--- src/rtl/core/ifrc_pkg.sv ---
// ----------------------------------------------------------------------------
// ifrc_pkg: shared types and constants for the flip/rotate/crop frame store
// Item formats, register indexes, transform codes and frame dimensions.
// ----------------------------------------------------------------------------
package ifrc_pkg;

  localparam int MAX_ROWS = 256;
  localparam int MAX_COLS = 256;
  localparam int ROW_AW   = (MAX_ROWS > 1) ? $clog2(MAX_ROWS) : 1;
  localparam int COL_AW   = (MAX_COLS > 1) ? $clog2(MAX_COLS) : 1;
  // Wide enough for a 9-bit register value and for the largest frame size.
  localparam int DIM_W    = 13;

  localparam logic [2:0] MODE_NONE    = 3'd0;
  localparam logic [2:0] MODE_ROT_CCW = 3'd1;
  localparam logic [2:0] MODE_ROT_180 = 3'd2;
  localparam logic [2:0] MODE_ROT_CW  = 3'd3;
  localparam logic [2:0] MODE_FLIP_V  = 3'd4;
  localparam logic [2:0] MODE_FLIP_H  = 3'd5;

  localparam logic [2:0] REG_MODE       = 3'd0;
  localparam logic [2:0] REG_FRAME_ROWS = 3'd1;
  localparam logic [2:0] REG_FRAME_COLS = 3'd2;
  localparam logic [2:0] REG_CROP_ROW_A = 3'd3;
  localparam logic [2:0] REG_CROP_COL_A = 3'd4;
  localparam logic [2:0] REG_CROP_ROW_B = 3'd5;
  localparam logic [2:0] REG_CROP_COL_B = 3'd6;

  localparam logic CMD_STORE = 1'b0;
  localparam logic CMD_READ  = 1'b1;

  typedef struct packed {
    logic       command;
    logic [7:0] row;
    logic [7:0] col;
    logic [7:0] pixel_in;
  } in_item_t;

  typedef struct packed {
    logic [7:0] pixel_out;
    logic       out_of_range;
  } out_item_t;

  typedef struct packed {
    logic [2:0] transform_mode;
    logic [8:0] frame_rows;
    logic [8:0] frame_cols;
    logic [7:0] crop_row_a;
    logic [7:0] crop_col_a;
    logic [7:0] crop_row_b;
    logic [7:0] crop_col_b;
  } cfg_t;

  // Access handed from the address mapper to the frame store.
  typedef struct packed {
    logic              valid;
    logic              rd;
    logic              wr;
    logic              err;
    logic [ROW_AW-1:0] row;
    logic [COL_AW-1:0] col;
    logic [7:0]        pixel;
  } mem_req_t;

  function automatic logic [DIM_W-1:0] clamp_dim(input logic [8:0] v, input int lim);
    logic [DIM_W-1:0] ve;
    logic [DIM_W-1:0] le;
    ve = DIM_W'(v);
    le = DIM_W'(lim);
    return (ve > le) ? le : ve;
  endfunction

endpackage

--- src/rtl/core/ifrc_map.sv ---
// ----------------------------------------------------------------------------
// ifrc_map: three-stage coordinate mapper
// Crop bounds, transformed-frame check and source offset, then final address.
// ----------------------------------------------------------------------------
module ifrc_map import ifrc_pkg::*; (
  input  logic     clk,
  input  logic     rst_n,
  input  logic     en,
  input  logic     in_valid,
  input  in_item_t in_data,
  input  cfg_t     cfg,
  output mem_req_t req
);

  // Stage 1: crop rectangle and frame checks.
  logic       s1_valid_r;
  logic       s1_cmd_r;
  logic [7:0] s1_row_r, s1_col_r, s1_pix_r;
  logic [7:0] s1_r0_r, s1_c0_r, s1_hm1_r, s1_wm1_r;
  logic       s1_bad_r, s1_wr_ok_r;
  logic [2:0] s1_mode_r;

  logic [DIM_W-1:0] rows, cols;
  logic [7:0]       r0, r1, c0, c1;
  logic             bad_nxt, wr_ok_nxt;

  always_comb begin
    rows = clamp_dim(cfg.frame_rows, MAX_ROWS);
    cols = clamp_dim(cfg.frame_cols, MAX_COLS);
    r0 = (cfg.crop_row_a < cfg.crop_row_b) ? cfg.crop_row_a : cfg.crop_row_b;
    r1 = (cfg.crop_row_a < cfg.crop_row_b) ? cfg.crop_row_b : cfg.crop_row_a;
    c0 = (cfg.crop_col_a < cfg.crop_col_b) ? cfg.crop_col_a : cfg.crop_col_b;
    c1 = (cfg.crop_col_a < cfg.crop_col_b) ? cfg.crop_col_b : cfg.crop_col_a;
    bad_nxt = (DIM_W'(r1) >= rows) || (DIM_W'(c1) >= cols) || (cfg.transform_mode > MODE_FLIP_H);
    wr_ok_nxt = (DIM_W'(in_data.row) < rows) && (DIM_W'(in_data.col) < cols);
  end

  always_ff @(posedge clk) begin
    if (!rst_n) begin
      s1_valid_r <= 1'b0;
    end else if (en) begin
      s1_valid_r <= in_valid;
    end
  end

  always_ff @(posedge clk) begin
    if (en) begin
      s1_cmd_r   <= in_data.command;
      s1_row_r   <= in_data.row;
      s1_col_r   <= in_data.col;
      s1_pix_r   <= in_data.pixel_in;
      s1_r0_r    <= r0;
      s1_c0_r    <= c0;
      s1_hm1_r   <= r1 - r0;
      s1_wm1_r   <= c1 - c0;
      s1_bad_r   <= bad_nxt;
      s1_wr_ok_r <= wr_ok_nxt;
      s1_mode_r  <= cfg.transform_mode;
    end
  end

  // Stage 2: output bounds and offset inside the crop.
  logic       s2_valid_r;
  logic       s2_rd_r, s2_wr_r, s2_err_r;
  logic [7:0] s2_base_r_r, s2_base_c_r, s2_sr_r, s2_sc_r, s2_pix_r;

  logic       swap;
  logic [7:0] orm1, ocm1;
  logic [7:0] sr, sc;
  logic       err_nxt;

  always_comb begin
    swap = (s1_mode_r == MODE_ROT_CCW) || (s1_mode_r == MODE_ROT_CW);
    orm1 = swap ? s1_wm1_r : s1_hm1_r;
    ocm1 = swap ? s1_hm1_r : s1_wm1_r;
    err_nxt = s1_bad_r || (s1_row_r > orm1) || (s1_col_r > ocm1);
    case (s1_mode_r)
      MODE_ROT_CCW: begin sr = s1_col_r;            sc = s1_wm1_r - s1_row_r; end
      MODE_ROT_180: begin sr = s1_hm1_r - s1_row_r; sc = s1_wm1_r - s1_col_r; end
      MODE_ROT_CW:  begin sr = s1_hm1_r - s1_col_r; sc = s1_row_r;            end
      MODE_FLIP_V:  begin sr = s1_hm1_r - s1_row_r; sc = s1_col_r;            end
      MODE_FLIP_H:  begin sr = s1_row_r;            sc = s1_wm1_r - s1_col_r; end
      default:      begin sr = s1_row_r;            sc = s1_col_r;            end
    endcase
    // A store goes to its own coordinate with no crop offset.
    if (s1_cmd_r == CMD_STORE) begin
      sr = s1_row_r;
      sc = s1_col_r;
    end
  end

  always_ff @(posedge clk) begin
    if (!rst_n) begin
      s2_valid_r <= 1'b0;
    end else if (en) begin
      s2_valid_r <= s1_valid_r;
    end
  end

  always_ff @(posedge clk) begin
    if (en) begin
      s2_rd_r     <= s1_cmd_r == CMD_READ;
      s2_wr_r     <= (s1_cmd_r == CMD_STORE) && s1_wr_ok_r;
      s2_err_r    <= err_nxt;
      s2_base_r_r <= (s1_cmd_r == CMD_STORE) ? 8'd0 : s1_r0_r;
      s2_base_c_r <= (s1_cmd_r == CMD_STORE) ? 8'd0 : s1_c0_r;
      s2_sr_r     <= sr;
      s2_sc_r     <= sc;
      s2_pix_r    <= s1_pix_r;
    end
  end

  // Stage 3: final store address. For an in-range read the sum never passes the larger corner.
  mem_req_t s3_r;
  logic [7:0] arow, acol;

  assign arow = s2_base_r_r + s2_sr_r;
  assign acol = s2_base_c_r + s2_sc_r;

  always_ff @(posedge clk) begin
    if (!rst_n) begin
      s3_r.valid <= 1'b0;
    end else if (en) begin
      s3_r.valid <= s2_valid_r;
      s3_r.rd    <= s2_rd_r;
      s3_r.wr    <= s2_wr_r;
      s3_r.err   <= s2_err_r;
      s3_r.row   <= ROW_AW'(arow);
      s3_r.col   <= COL_AW'(acol);
      s3_r.pixel <= s2_pix_r;
    end
  end

  assign req = s3_r;

endmodule

--- config.mk ---
export PLATFORM = sky130hd
export DESIGN_NAME = ifrc_map
export DESIGN_NICKNAME = d
export VERILOG_FILES = /design/src/rtl/core/ifrc_pkg.sv /design/src/rtl/core/ifrc_map.sv
export SDC_FILE = /design/constraint.sdc
export NUM_CORES = 1
export LEC_CHECK = 0
export ABC_AREA = 1
export BUFFER_PORTS_ARGS = -buffer_cell sky130_fd_sc_hd__buf_2
export CAP_MARGIN = 20
export CORE_MARGIN = 1
export CORE_UTILIZATION = 56
export CTS_BUF_LIST = sky130_fd_sc_hd__clkbuf_4 sky130_fd_sc_hd__clkbuf_8
export DETAILED_ROUTE_END_ITERATION = 10
export PLACE_DENSITY = 0.78
export SLEW_MARGIN = 0
export SYNTH_ARGS = -nofsm -noshare
export SYNTH_HDL_FRONTEND = slang
export SYNTH_SLANG_ARGS = --single-unit
--- constraint.sdc ---
create_clock -name clk -period 3.7 [get_ports clk]
set_input_delay 1.11 -clock clk [delete_from_list [all_inputs] [get_ports clk]]
set_output_delay 1.11 -clock clk [all_outputs]
set_load 0.03 [all_outputs]
Yosys cells after proc, flatten, opt, wreduce, memory -nomap -nowiden
Cells that the tools add are included.
{"block": "totals", "in_bits": 82, "output_inout_bits": 28, "register_bits": 135, "elab_cells": 75}
{"block": "classes", "reduce_logical": 10, "bitwise": 1, "n_lt_le_gt_ge": 11, "n_eq_ne": 5, "add_sub_neg": 8, "mux": 12}
{"cell": "$mux W8", "n": 8}
{"cell": "$pmux W8 S3", "n": 2}
{"cell": "$sub A8 B8 Y8", "n": 6}
{"cell": "$ge A8 B9 Y1", "n": 2}
{"cell": "$gt A9 B9 Y1 const B", "n": 2}
{"cell": "$lt A8 B9 Y1", "n": 2}
{"cell": "$mux W9", "n": 2}
{"cell": "$add A8 B8 Y8", "n": 2}
{"cell": "$gt A8 B8 Y1", "n": 2}
{"cell": "$lt A8 B8 Y1", "n": 2}
{"cell": "$eq A3 B2 Y1 const B", "n": 2}
{"cell": "$eq A3 B3 Y1 const B", "n": 2}
{"cell": "$logic_or A1 B1 Y1", "n": 5}
{"cell": "$reduce_or A2 Y1", "n": 2}
{"cell": "$eq A3 B1 Y1 const B", "n": 1}
{"cell": "$gt A3 B3 Y1 const B", "n": 1}
{"cell": "$logic_and A1 B1 Y1", "n": 2}
{"cell": "$reduce_and A2 Y1", "n": 1}
{"cell": "$not A1 Y1", "n": 1}

Longest topological paths before layout
{"block": "depth", "word_depth": 6, "ltp_mapped": 20, "mapped_depth_nobuf": 20}

Worst setup path before layout
No wires, ideal clock.
{"block": "synth_path", "kind": "input to register", "from": "input cfg[7] (netlist name)", "to": "register s1_bad_r, data pin", "path_slack_ns": 0.345, "t_arrival_ns": 3.088, "setup_ns": 0.267, "t_required_ns": 3.433, "path_buffers": 0, "path_stages": 15, "cell_sequence": "inv_1 ha_1 a21o_1 nor2_4 nand2_8 o21ai_1 ha_1 a21oi_1 o211ai_1 nand3_1 nand2_1 nand3_1 a21boi_0 o21ai_0 o211ai_1"}
{"block": "synth_between", "elab_chain_cells": 5}
{"item": "start: declaration", "line_no": "ifrc_map.sv:11", "source": "input cfg_t cfg,"}
{"item": "$lt A8 B8 Y1", "line_no": "ifrc_map.sv:33", "source": "c1 = (cfg.crop_col_a < cfg.crop_col_b) ? cfg.crop_col_b : cfg.crop_col_a;"}
{"item": "$mux W8 *", "line_no": "ifrc_map.sv:33"}
{"item": "$ge A8 B9 Y1 *", "line_no": "ifrc_map.sv:34", "source": "bad_nxt = (DIM_W'(r1) >= rows) || (DIM_W'(c1) >= cols) || (cfg.transform_mode > MODE_FLIP_H);"}
{"item": "$logic_or A1 B1 Y1 * (2 in series)", "line_no": "ifrc_map.sv:34"}
{"item": "via bad_nxt", "line_no": "ifrc_map.sv:25", "source": "logic bad_nxt, wr_ok_nxt;"}
{"item": "end signal: assignment", "line_no": "ifrc_map.sv:56", "source": "s1_bad_r <= bad_nxt;"}
{"item": "end: declaration", "line_no": "ifrc_map.sv:20", "source": "logic s1_bad_r, s1_wr_ok_r;"}
Mark *: on every way through the listed nets, which the timed path passes. The rest lies on a longest branch.
A chain may end at the register's enable or synchronous reset.

Final worst setup path
Same ends and word-level chain as after synthesis.

==> flow_summary.yaml <==
outcome:
  run_status: "complete, but fails checks"
  failed_checks: "DRC"
synth:
  postSynth.asyncResetShare: 0
  synth_ff_type: "edfxtp_1"
  ys.warnings.count: 0
  edff_count_synth: 132
  synth.lib_cells_used.distinct: 44
  synthCells: 938
  sequential_fraction_of_the_synthesis_area: 0.466
  synth.area.top_cells: "edfxtp_1 46%, ha_1 13%, nand2_1 11%"
  synth_top_cell_area_share: 0.459
  ys_seq_elements: 135
  synth_area_leader_cell: "edfxtp_1"
  synth.net_count: 1116
  post_synth.cell_area_avg_um2: 9.20
  syn-cell-area_mm2: 0.00863
routing:
  wl_um: 17300
  drt.antenna.violating_nets: 0
  drc_errors: 2
  routed-via-count: 6654
  drt-initial-drc-count: 417
  post_drt_wl_per_cell_um: 13.5
  first_pass_iters: 8
  detail_route.vias_per_cell: 5.21
final_layout:
  layout-area-overhead-vs-synth_pct: 15.1
  multi_input_area_mm2: 0.00400
  finish.instance_area_mm2: 0.00993
  layout.cells.most_common_list: "243 x nand2_1, 134 x inv_1, 132 x edfxtp_1"
  layout_commonest_cell: "nand2_1"
  num-nets-final: 1255
  finish.utilization: 0.656
  layout-drive-gt1-share: 0.187
  ff_latch_area_mm2: 0.00402
  n_fill_cell: 1247
  layoutNonFillerInstCount: 1278
  n_diodes: 0
timing:
  finalCritPeriodShare: 0.893
  tightestPinTransition_ps: 519
  fmax_mhz: 303
  fin_worst_hold_slack_ps: 415
  setup_viol_count_final: 0
  setup_total_negative_slack_ps: 0
  worst_slack_ps: 398
  timing.max_slew.rel_slack: 0.653
  report.final.slew_viol_count: 0
  rsz_0062_raised_after_global_routing: "false"
  hold_violations: 0
  timing.clock.skew_ps: 8.36
  post-route-min-period_ps: 3300
floorplan:
  design.die.area_mm2: 0.0159
  placeableCoreArea_mm2: 0.0151
  die_x_um: 126
  rows: 45
  dieHeight_um: 126
  initial_core_util: 0.570
  design.portCount: 110
global_routing:
  grt_pass1_vias: 6120
  grt_antenna_before_repair: 0
  global_route.usage.total: 0.231
  globalRouteOverflowTotal: 0
  grt_pass1_wl_um: 28600
  largest_net_degree_at_the_start_of_global_routing: 52
cts:
  hold_buffers: 0
  post_cts.resized_instances: 0
  insertion_delay_ps: 450
  clock_path_buffers: 2
  path_clk_slew_ps: 80
  cts_inserted_buffers: 17
  postCtsSetupRepairBufs: 0
  tritoncts: "yes"
  cell_at_the_root_of_the_clock_tree: "clkbuf_8"
  total_number_of_h_tree_levels: 4
  clock_sinks: 135
pwr:
  power.leakage_nw: 4.80
  power.total_mw: 4.59
  power.ir.vdd_worst_mv: 0.238
  pwr_density_cell_mw_per_mm2: 462
run:
  maxCapViolations: 0
placed_design:
  port_buffers: 109
  gp_routability_congestion: 0.928
  dp_worst_setup_slack_ps: -50.8
  numPlacedInstances: 1246
  place_area_mm2: 0.00951
  place_hpwl_um: 13600
setup_path:
  worst_setup_path_end_kind: "register"
  critPathLaunchType: "primary input"
  data_arrival_time_at_the_worst_slack_endpoint_ps: 3490
  crit_required_ps: 3880
  crit_path_max_fanout: 11
  worst-setup-path-type: "in -> reg"
worst_hold_path:
  hold_path.class: "reg -> reg"
[worst paths after layout]
kind,slack [ps],startpoint,to,depth (start not counted)
setup / recovery,400,cfg[7],s1_bad_r,16
hold / removal,410,s2_err_r,req[24],0
setup reg to reg,850,s1_mode_r[0],s2_sc_r[6],16
hold reg to reg,410,s2_err_r,req[24],0
[Yosys cell counts, drive strengths merged, types with 4 or more instances]
library cell,count
o22ai,12
xor2,22
nor2,49
ha,92
fa,4
nand3b,7
xnor2,4
nand2,260
a21oi,62
inv,137
o211ai,5
edfxtp,132
nand3,38
nand4,5
clkbuf,6
o21ai,74
buf,6
a21o,4
[routing by layer]
layer | global-route usage | routed length (um)
met4 | 0.0815 | 315
met1 | 0.309 | 8040
met5 | 0 | 0
met3 | 0.0561 | 1070
met2 | 0.369 | 7870
[power by group]
part           internal (mW)  switching, mW  total, mW
sequential              1.90         0.0838       1.98
combinational          0.512          0.814       1.33
clock                  0.683          0.600       1.28
total                   3.09           1.50       4.59
[area by class of cell]
type	count	area share
flip-flops and latches	135	0.405
multi-input cells	654	0.403
repair buffers	132	0.0738
inverters	137	0.0518
well taps	188	0.0237
clock buffers	17	0.0236
clock inverters	15	0.0193
[state kept, by name, summed over array words and instances (netlist names), 3 cells and up]
register,cells
req,28
s1_c0_r,8
s1_col_r,8
s1_hm1_r,8
s1_pix_r,8
s1_r0_r,8
s1_row_r,8
s1_wm1_r,8
s2_base_c_r,8
s2_base_r_r,8
s2_pix_r,8
s2_sc_r,8
s2_sr_r,8
s1_mode_r,3
[worst max-delay path: stages]
cell and delay [ps]:
buf_2 70, inv_1 50, ha_1 330, a21o_1 200, nor2_4 180, nand2_8 100
o21ai_1 250, ha_1 300, a21oi_1 130, o211ai_1 110, nand3_1 90, nand2_1 50
nand3_1 50, a21boi_0 70, o21ai_0 250, o211ai_1 130
[kinds of logic after synthesis]
group | count (synthesis) | share of synthesized area
adder cells (fa/ha/maj) | 96 | 0.143
AO/OA/AOI/OAI | 166 | 0.110
XOR/XNOR | 26 | 0.0264
AND/OR/NAND/NOR | 366 | 0.184
flip-flops | 135 | 0.466
buffers and inverters | 149 | 0.0705
Power figures use the tool's default switching activity.
