===== config.mk =====
export PLATFORM = sky130hd
export DESIGN_NAME = ifrc_cfg
export DESIGN_NICKNAME = d
export VERILOG_FILES = /design/src/rtl/core/ifrc_pkg.sv /design/src/rtl/core/ifrc_cfg.sv
export SDC_FILE = /design/constraint.sdc
export NUM_CORES = 1
export LEC_CHECK = 0
export BUFFER_PORTS_ARGS = -buffer_cell sky130_fd_sc_hd__buf_2
export CORE_MARGIN = 2
export CORE_UTILIZATION = 45
export CTS_CLUSTER_SIZE = 12
export DETAILED_ROUTE_END_ITERATION = 16
export MAX_ROUTING_LAYER = met4
export PLACE_DENSITY = 0.75
export SETUP_SLACK_MARGIN = 0.2
export SYNTH_ARGS = -nofsm -noshare
export SYNTH_HDL_FRONTEND = slang
export SYNTH_SLANG_ARGS = --single-unit

===== constraint.sdc =====
create_clock -name clk -period 0.8 [get_ports clk]
set_input_delay 0.04 -clock clk [delete_from_list [all_inputs] [get_ports clk]]
set_output_delay 0.04 -clock clk [all_outputs]
set_load 0.05 [all_outputs]

===== src/rtl/core/ifrc_pkg.sv =====
// ----------------------------------------------------------------------------
// ifrc_pkg: shared types and constants for the flip/rotate/crop frame store
// Item formats, register indexes, transform codes and frame dimensions.
// ----------------------------------------------------------------------------
package ifrc_pkg;

  localparam int MAX_ROWS = 256;
  localparam int MAX_COLS = 256;
  localparam int ROW_AW   = (MAX_ROWS > 1) ? $clog2(MAX_ROWS) : 1;
  localparam int COL_AW   = (MAX_COLS > 1) ? $clog2(MAX_COLS) : 1;
  // Wide enough for a 9-bit register value and for the largest frame size.
  localparam int DIM_W    = 13;

  localparam logic [2:0] MODE_NONE    = 3'd0;
  localparam logic [2:0] MODE_ROT_CCW = 3'd1;
  localparam logic [2:0] MODE_ROT_180 = 3'd2;
  localparam logic [2:0] MODE_ROT_CW  = 3'd3;
  localparam logic [2:0] MODE_FLIP_V  = 3'd4;
  localparam logic [2:0] MODE_FLIP_H  = 3'd5;

  localparam logic [2:0] REG_MODE       = 3'd0;
  localparam logic [2:0] REG_FRAME_ROWS = 3'd1;
  localparam logic [2:0] REG_FRAME_COLS = 3'd2;
  localparam logic [2:0] REG_CROP_ROW_A = 3'd3;
  localparam logic [2:0] REG_CROP_COL_A = 3'd4;
  localparam logic [2:0] REG_CROP_ROW_B = 3'd5;
  localparam logic [2:0] REG_CROP_COL_B = 3'd6;

  localparam logic CMD_STORE = 1'b0;
  localparam logic CMD_READ  = 1'b1;

  typedef struct packed {
    logic       command;
    logic [7:0] row;
    logic [7:0] col;
    logic [7:0] pixel_in;
  } in_item_t;

  typedef struct packed {
    logic [7:0] pixel_out;
    logic       out_of_range;
  } out_item_t;

  typedef struct packed {
    logic [2:0] transform_mode;
    logic [8:0] frame_rows;
    logic [8:0] frame_cols;
    logic [7:0] crop_row_a;
    logic [7:0] crop_col_a;
    logic [7:0] crop_row_b;
    logic [7:0] crop_col_b;
  } cfg_t;

  // Access handed from the address mapper to the frame store.
  typedef struct packed {
    logic              valid;
    logic              rd;
    logic              wr;
    logic              err;
    logic [ROW_AW-1:0] row;
    logic [COL_AW-1:0] col;
    logic [7:0]        pixel;
  } mem_req_t;

  function automatic logic [DIM_W-1:0] clamp_dim(input logic [8:0] v, input int lim);
    logic [DIM_W-1:0] ve;
    logic [DIM_W-1:0] le;
    ve = DIM_W'(v);
    le = DIM_W'(lim);
    return (ve > le) ? le : ve;
  endfunction

endpackage


===== src/rtl/core/ifrc_cfg.sv =====
// ----------------------------------------------------------------------------
// ifrc_cfg: configuration registers
// Holds transform mode, frame size and crop corners, written by index.
// ----------------------------------------------------------------------------
module ifrc_cfg import ifrc_pkg::*; (
  input  logic       clk,
  input  logic       rst_n,
  input  logic       cfg_we,
  input  logic [2:0] cfg_index,
  input  logic [8:0] cfg_wdata,
  output cfg_t       cfg
);

  cfg_t cfg_r;
  cfg_t cfg_nxt;

  always_comb begin
    cfg_nxt = cfg_r;
    if (cfg_we) begin
      case (cfg_index)
        REG_MODE:       cfg_nxt.transform_mode = cfg_wdata[2:0];
        REG_FRAME_ROWS: cfg_nxt.frame_rows     = cfg_wdata;
        REG_FRAME_COLS: cfg_nxt.frame_cols     = cfg_wdata;
        REG_CROP_ROW_A: cfg_nxt.crop_row_a     = cfg_wdata[7:0];
        REG_CROP_COL_A: cfg_nxt.crop_col_a     = cfg_wdata[7:0];
        REG_CROP_ROW_B: cfg_nxt.crop_row_b     = cfg_wdata[7:0];
        REG_CROP_COL_B: cfg_nxt.crop_col_b     = cfg_wdata[7:0];
        default:        cfg_nxt = cfg_r;
      endcase
    end
  end

  always_ff @(posedge clk) begin
    if (!rst_n) begin
      cfg_r.transform_mode <= MODE_NONE;
      cfg_r.frame_rows     <= 9'd256;
      cfg_r.frame_cols     <= 9'd256;
      cfg_r.crop_row_a     <= 8'd0;
      cfg_r.crop_col_a     <= 8'd0;
      cfg_r.crop_row_b     <= 8'd255;
      cfg_r.crop_col_b     <= 8'd255;
    end else begin
      cfg_r <= cfg_nxt;
    end
  end

  assign cfg = cfg_r;

endmodule


Word-level counts from Yosys, hierarchy flattened --
Index checks and enable logic that the tools add are counted.
Word-level totals: register bits after elaboration 53, input port bits 15, output and inout port bits 53, logic and storage cells 21
Cells by class: equal/unequal tests 6, reductions and logical operators 8
Operators by type and width (count):
- AND reduction 2 bit | 7
- equality test 3 bit (second input constant) | 3
- equality test 3 x 2 -> 1 bit (second input constant) | 2
- equality test 3 x 1 -> 1 bit (second input constant) | 1
- zero test 3 bit | 1

Depth between registers and ports, before layout --
Gate-level depths: netlist of run 1.
depth after elaboration 2, mapped depth 4, gate-level depth less buffers 2

Worst setup path before layout of run 1 --
Ideal clock, no wire load.
path kind flip-flop to flip-flop, start point reg cfg[16] (netlist name), end point reg cfg_r, in the netlist cfg[16], library setup time 0.072 ns, arrival time 0.813 ns, required time 0.728 ns, path slack -0.085 ns, cell stages (with the launch flop) 3, buffers on the path 0, period minus slack after synthesis 0.885 ns, cell sequence dfxtp_1 nand2_1 mux2i_1
RTL lines:
- end signal: assignment | line ifrc_cfg.sv:43 | cfg_r <= cfg_nxt;
- end: declaration | line ifrc_cfg.sv:14 | cfg_t cfg_r;

Worst setup path after layout of run 1 --
start point reg cfg_r, in the netlist cfg[41], end point out cfg[41] (netlist name)
RTL lines:
- end: declaration | line ifrc_cfg.sv:11 | output cfg_t cfg
No word-level cell between the ends.

==> summary.txt, run 1 <==
STA
  • Final worst slack: -0.0500 ns
  • RSZ-0062 raised after global routing: true
  • Slew @ Worst Pin: 0.324 ns
  • Fmax: 1180 MHz
  • Endpoints failing setup: 53
  • Tmin final: 0.850 ns
  • Final cycle utilization of the critical path: 1.06
  • Slew Limit Fails: 0
  • Rel. slew slack: 0.783
  • Worst Skew: 0 ns
  • Final hold violation count: 0

Drt
  • Via Count: 1627
  • DRT Wirelength: 4990 µm
  • Post-route ant nets: 0
  • Wirelength per Cell: 15.4 µm
  • DR pass1 iterations: 2
  • Vias/cell: 5.02
  • Drt drc: 0
  • Initial drt markers: 89

Clock network
  • Root Driver: clkbuf_8
  • TritonCTS Sinks: 53
  • CTS Buffer Depth: 2
  • CTS tree: built
  • Total CTS buffers: 5
  • H-tree depth: 2
  • Clock transition at path regs: 0.09 ns
  • Worst-skew pair later-pin latency: 0.30 ns

GRT
  • Global route overflow: 0
  • Initial antenna violation count: 0
  • Vias in the first global route: 1661
  • GR Util All Layers: 0.202
  • First-pass GRT wire length: 7970 µm
  • Largest net degree at the start of global routing: 33

Place
  • GP Congestion: 0.775
  • Hpwl dp: 3320 µm
  • Port Buffers: 67
  • Placed Area: 2750 µm²
  • Worst slack at placement: -0.109 ns

Yosys
  • Mapped Area: 2110 µm²
  • Mapped Cells: 199
  • Synth warnings: 0
  • Top cells by count, synth: dfxtp_1 (53), mux2i_1 (53), nand2_1 (43), nor2b_1 (27), clkbuf_1 (7)
  • Synthesized Nets: 214
  • Post-synth EDFFs: 0
  • Post-synthesis sequential area ratio: 0.503
  • Yosys cell types: 13
  • FFs w/ async S/R, synth: 0
  • Leading area contributor after synthesis: dfxtp_1
  • #FFs+latches synth: 53
  • Area share of the largest cell type after synthesis: 0.503
  • Synth Flop Type: dfxtp_1
  • Top post-synthesis cells by area: dfxtp_1 (50%), mux2i_1 (25%), nor2b_1 (8.0%)
  • Average cell area after synthesis: 10.6 µm²

Run
  • Number of max-cap violations: 0

Floorplanning
  • Die area: 5250 µm²
  • Num ports: 68
  • # rows: 24
  • Starting Density: 0.474
  • Die Height: 72.4 µm
  • Die width: 72.4 µm
  • Placeable Area: 4440 µm²

Critical path
  • CP max FO: 2
  • Reg-to-reg startpoint: cfg[13]
  • CP Class: reg2out
  • CP max-delay cell: dfxtp_4
  • Crit path max-delay family: flip-flops
  • CP Launch Type: flip-flop
  • Critical Path End: cfg[41]
  • Max stage delay on crit path: 0.37 ns
  • Critical path data arrival time: 0.81 ns
  • WP depth: 1
  • Cell chain of the critical path: buf_8
  • Start point of the critical path: cfg[41]
  • Buf+Inv Stages, Crit Path: 1
  • Setup crit end kind: output port
  • FF-to-FF End: cfg[13]
  • Req. time, crit path: 0.76 ns
  • Worst Reg2Reg Path Length in Cells: 3
  • Reg2reg setup slack: 0.06 ns

Layout
  • Post-layout instance area: 3450 µm²
  • # diodes: 0
  • Layout area overhead: 63.7%
  • Largest register FFs: 53
  • Layout cells sized above 1: 0.596
  • Layout net count: 287

Run status
  • Status: finished, violations left
  • Failing checks: negative setup slack

Worst hold path
  • Hold WC Path Type: in2reg

Power
  • Power density over the cells: 1380 nW/µm²
  • Max VDD drop: 1.07 mV
  • Leakage: 1.54 nW
-- stage by stage --
step / setup TNS, ns / total power [mW] / utilization / hold WS (ns) / cells
after floorplan: 0 / 3.08 / - / 0.198 / 199
after global placement: -1.97 / 3.27 / 0.618 / 0.308 / 313
after detailed placement: -2.73 / 3.27 / 0.618 / 0.318 / 313
after CTS: -2.60 / 4.81 / 0.758 / -0.00368 / 321
after global routing: -3.73 / 4.97 / 0.776 / 0.0134 / 324
final: -2.12 / 4.76 / 0.776 / 0.00714 / 324
-- per-layer routing --
layer  global-route usage  vias up  wire length, µm  share of wire
met5                    -        -                0              0
met3               0.0514        5              209          0.042
met4               0.0432        0               48         0.0096
li1                     -      803                -              -
met1                0.250      776             2190           0.44
met2                0.335       43             2540           0.51
-- what timing repair did --
item	CTS	global route
setup endpoints to repair	72	105
endpoints found under the hold margin	2	0
pin swaps	0	1
setup buffers	1	3
resized for setup	160	24
cloned	0	0
-- how the worst min path moves through the flow --
stage,start,to,slack [ns],cells after the start
2_1_floorplan,cfg_wdata[2],cfg[2],0.20,2
3_3_place_gp,cfg_wdata[8],cfg[40],0.31,3
3_5_place_dp,cfg_wdata[8],cfg[40],0.32,3
4_1_cts,cfg_wdata[8],cfg[40],-0.004,3
5_1_grt,cfg_wdata[8],cfg[40],0.01,3
6_report,cfg_wdata[8],cfg[40],0.007,3
-- cell usage in the layout, fill, tap and decap left out --
master	n
clkbuf_8	5
nor4b_4	1
nor2b_1	22
nor2b_2	5
buf_8	53
nand2_1	27
and4b_1	1
nand4b_1	2
buf_6	3
clkinv_1	1
buf_2	13
dfxtp_4	53
nand4bb_1	3
and4bb_1	1
nand2_2	16
clkinvlp_4	1
buf_4	8
buf_12	4
mux2i_1	53
-- power breakdown --
group          switching [mW]  internal, mW  leakage (nW)  total [mW]
clock                   0.800         0.589        0.0377        1.39
sequential             0.0561          2.56         0.456        2.61
combinational           0.429         0.330          1.05       0.759
total                    1.29          3.48          1.54        4.76
-- worst register-to-register path, cell delays in order, from the launching register on --
cell and delay [ns]:
dfxtp_4 0.36, buf_6 0.11, nor2b_1 0.10, mux2i_1 0.07
-- logic make-up (layout without fill, tap and decap cells) --
logic type | Yosys count | after routing | synth area share
DFF | 53 | 53 | 0.503
buffers and inverters | 15 | 88 | 0.0421
muxes | 53 | 53 | 0.252
and+or+nand+nor | 78 | 78 | 0.203
-- final cells by class --
type | instances | area, µm²
clock buffer | 5 | 68.8
clock inverter | 2 | 11.3
fill | 304 | 993
multi-input combinational | 131 | 1010
sequential | 53 | 1260
tap | 52 | 65.1
timing repair buffer | 81 | 1030
Note: power is estimated with default switching activity, not from simulation.
==> inputs of run 2 (changes only) <==
--- a/config.mk
+++ b/config.mk
@@ -5,13 +5,14 @@
 export SDC_FILE = /design/constraint.sdc
 export NUM_CORES = 1
 export LEC_CHECK = 0
+export ABC_AREA = 1
 export BUFFER_PORTS_ARGS = -buffer_cell sky130_fd_sc_hd__buf_2
 export CORE_MARGIN = 2
-export CORE_UTILIZATION = 45
+export CORE_UTILIZATION = 44
 export CTS_CLUSTER_SIZE = 12
 export DETAILED_ROUTE_END_ITERATION = 16
 export MAX_ROUTING_LAYER = met4
-export PLACE_DENSITY = 0.75
+export PLACE_DENSITY = 0.74
 export SETUP_SLACK_MARGIN = 0.2
 export SYNTH_ARGS = -nofsm -noshare
 export SYNTH_HDL_FRONTEND = slang
==> run 2 against run 1 <==
The flow finishes with violations (negative hold slack, negative setup slack); power up 24%; global-route usage is 6.8 points higher; via count rose by 46%; cell area rose by 14%; sequential share of layout area fell by 4.7 points; critical endpoint is now cfg[3].
==> summary.txt, run 2 <==
Drt
  • Wirelength per Cell: 18.0 µm
  • Initial drt markers: 291
  • DR pass1 iterations: 4
  • Via Count: 2381
  • Met3 Wirelength: 508 µm
  • Met1 WL: 2860 µm
  • DRT Wirelength: 7780 µm
  • Drt drc: 0
  • Top Layer Used: met4
  • Post-route ant nets: 0
  • Vias/cell: 5.51
  • Routed wl met2: 4120 µm

Place
  • Placed Area: 2870 µm²
  • Hpwl dp: 3810 µm
  • Port Buffers: 67
  • Cells after DPL: 413
  • GP Congestion: 0.799

Power
  • Power density over the cells: 1510 nW/µm²
  • Tot Pwr: 5.92 mW
  • Leakage: 1.68 nW
  • Max VDD drop: 1.25 mV

Yosys
  • Adder-cell share of the synthesized area: 0
  • #FFs+latches synth: 53
  • Yosys cell types: 10
  • Area share of xor/xnor cells in the synthesized design: 0
  • Proportion of synthesized area in mux cells: 0
  • Synthesized Nets: 307
  • Top post-synthesis cells by area: dfxtp_1 (52%), nand2_1 (15%), nor2_1 (14%)
  • Post-Synth Simple-Gate Area: 0.434
  • Post-synthesis sequential area ratio: 0.521
  • Largest family of logic cells by synthesized area: simple AND/OR/NAND/NOR gates
  • Synth warnings: 0
  • Mapped Cells: 292
  • Leading area contributor after synthesis: dfxtp_1
  • Area share of the largest cell type after synthesis: 0.521
  • Synth Flop Type: dfxtp_1
  • Post-synthesis compound-gate area fraction: 0
  • Top cells by count, synth: nand2_1 (81), nor2_1 (77), dfxtp_1 (53), nand3_1 (53), inv_1 (13)
  • Mapped Area: 2040 µm²
  • Most frequent cell after synthesis: nand2_1
  • Average cell area after synthesis: 6.98 µm²
  • FFs w/ async S/R, synth: 0
  • Post-synth EDFFs: 0

Clock network
  • H-tree depth: 2
  • Worst-skew pair later-pin latency: 0.31 ns
  • CTS Buffer Depth: 2
  • CTS tree: built
  • Root Driver: clkbuf_8
  • Clock transition at path regs: 0.10 ns
  • TritonCTS Sinks: 53
  • Total CTS buffers: 5

Critical path
  • Reg-to-reg startpoint: cfg[50]
  • CP Launch Type: flip-flop
  • Worst Reg2Reg Path Length in Cells: 3
  • CP max-delay cell: dfxtp_4
  • Critical path data arrival time: 0.84 ns
  • FF-to-FF End: cfg[50]
  • Buf+Inv Stages, Crit Path: 1
  • WP depth: 1
  • Cell chain of the critical path: buf_8
  • Req. time, crit path: 0.76 ns
  • CP Class: reg2out
  • Reg2reg setup slack: 0.10 ns
  • CP max FO: 2
  • Max stage delay on crit path: 0.38 ns
  • Crit path max-delay family: flip-flops
  • Setup crit end kind: output port

Layout
  • Fillers: 197
  • Layout cells sized above 1: 0.626
  • Post-layout instance area: 3920 µm²
  • # diodes: 0
  • Register Area: 1240 µm²
  • Post-Layout Cell Count: 432
  • Commonest non-fill, non-tap cell in the layout: nand2_1
  • Multi-input logic area: 1260 µm²
  • Layout net count: 394
  • Largest register FFs: 53
  • Layout area overhead: 92.4%
  • Most frequent cells in the layout: nand2_1 (57), buf_8 (55), dfxtp_4 (47)

Run status
  • Failing checks: negative hold slack, negative setup slack
  • Status: finished, violations left

GRT
  • Initial antenna violation count: 0
  • First-pass GRT wire length: 10300 µm
  • Vias in the first global route: 2184
  • Global route overflow: 0
  • Largest net degree at the start of global routing: 28
  • GR Util All Layers: 0.270

STA
  • RSZ-0062 raised after global routing: true
  • Rel. slew slack: 0.799
  • Slew @ Worst Pin: 0.300 ns
  • Final cycle utilization of the critical path: 1.10
  • Slew Limit Fails: 0
  • Fmax: 1130 MHz
  • Tmin final: 0.882 ns
  • Final worst slack: -0.0825 ns
  • Hold_ws: -0.0325 ns
  • Endpoints failing setup: 53
  • Final hold violation count: 8
  • Setup TNS: -3.41 ns
  • Worst Skew: 0 ns

Floorplanning
  • Num ports: 68
  • Starting Density: 0.461
  • Die Height: 72.0 µm
  • # rows: 24
  • Die area: 5190 µm²
  • Placeable Area: 4410 µm²
  • Die width: 72.0 µm

Worst hold path
  • Hold path depth: 3
  • Hold worst-path end: cfg[9]
  • Hold WC Path Type: in2reg
  • HP Start: cfg_wdata[1]

Run
  • Number of max-cap violations: 0
-- run 2: through the flow --
stage | setup slack (ns) | hold slack (ns) | utilization
finish | -0.0825 | -0.0325 | 0.888
global route | -0.0948 | -0.0228 | 0.888
CTS | -0.0625 | -0.0411 | 0.803
detailed placement | -0.161 | 0.281 | 0.650
global placement | -0.119 | 0.274 | 0.650
floorplan | 0.124 | 0.153 | -
-- run 2: cell type report --
cell class	instances	share of cell area
Multi-Input combinational cell	218	0.321
Sequential cell	53	0.318
Timing Repair Buffer	87	0.295
Clock buffer	8	0.0284
Inverter	14	0.0208
Tap cell	52	0.0166
-- run 2: worst max-delay path by stage --
stage	start	to
6_report	cfg[3]	cfg[3]
5_1_grt	cfg[44]	cfg[44]
4_1_cts	cfg[2]	cfg[2]
3_3_place_gp	cfg_index[1]	cfg[6]
3_5_place_dp	cfg_we	cfg[46]
2_1_floorplan	cfg_index[0]	cfg[10]
-- run 2: kinds of logic after synthesis --
logic type,count (synthesis)
flip-flops,53
buffers and inverters,24
AND/OR/NAND/NOR,215
-- run 2: routing by layer --
layer	vias up	track usage
met3	29	0.0472
met5	-	-
li1	1095	-
met4	0	0.128
met2	122	0.436
met1	1135	0.328
-- run 2: what timing repair did --
item	4_1_cts	5_1_grt
setup buffers	1	5
pin swaps	8	28
endpoints found under the setup margin	78	105
hold endpoints to repair	18	12
gates cloned	2	3
resized for setup	165	91
-- run 2: where the power goes --
part	switching [mW]	leakage, nW	internal [mW]
clock network	0.904	0.0566	0.896
logic	0.841	1.16	0.545
registers	0.103	0.455	2.63
total	1.85	1.68	4.08
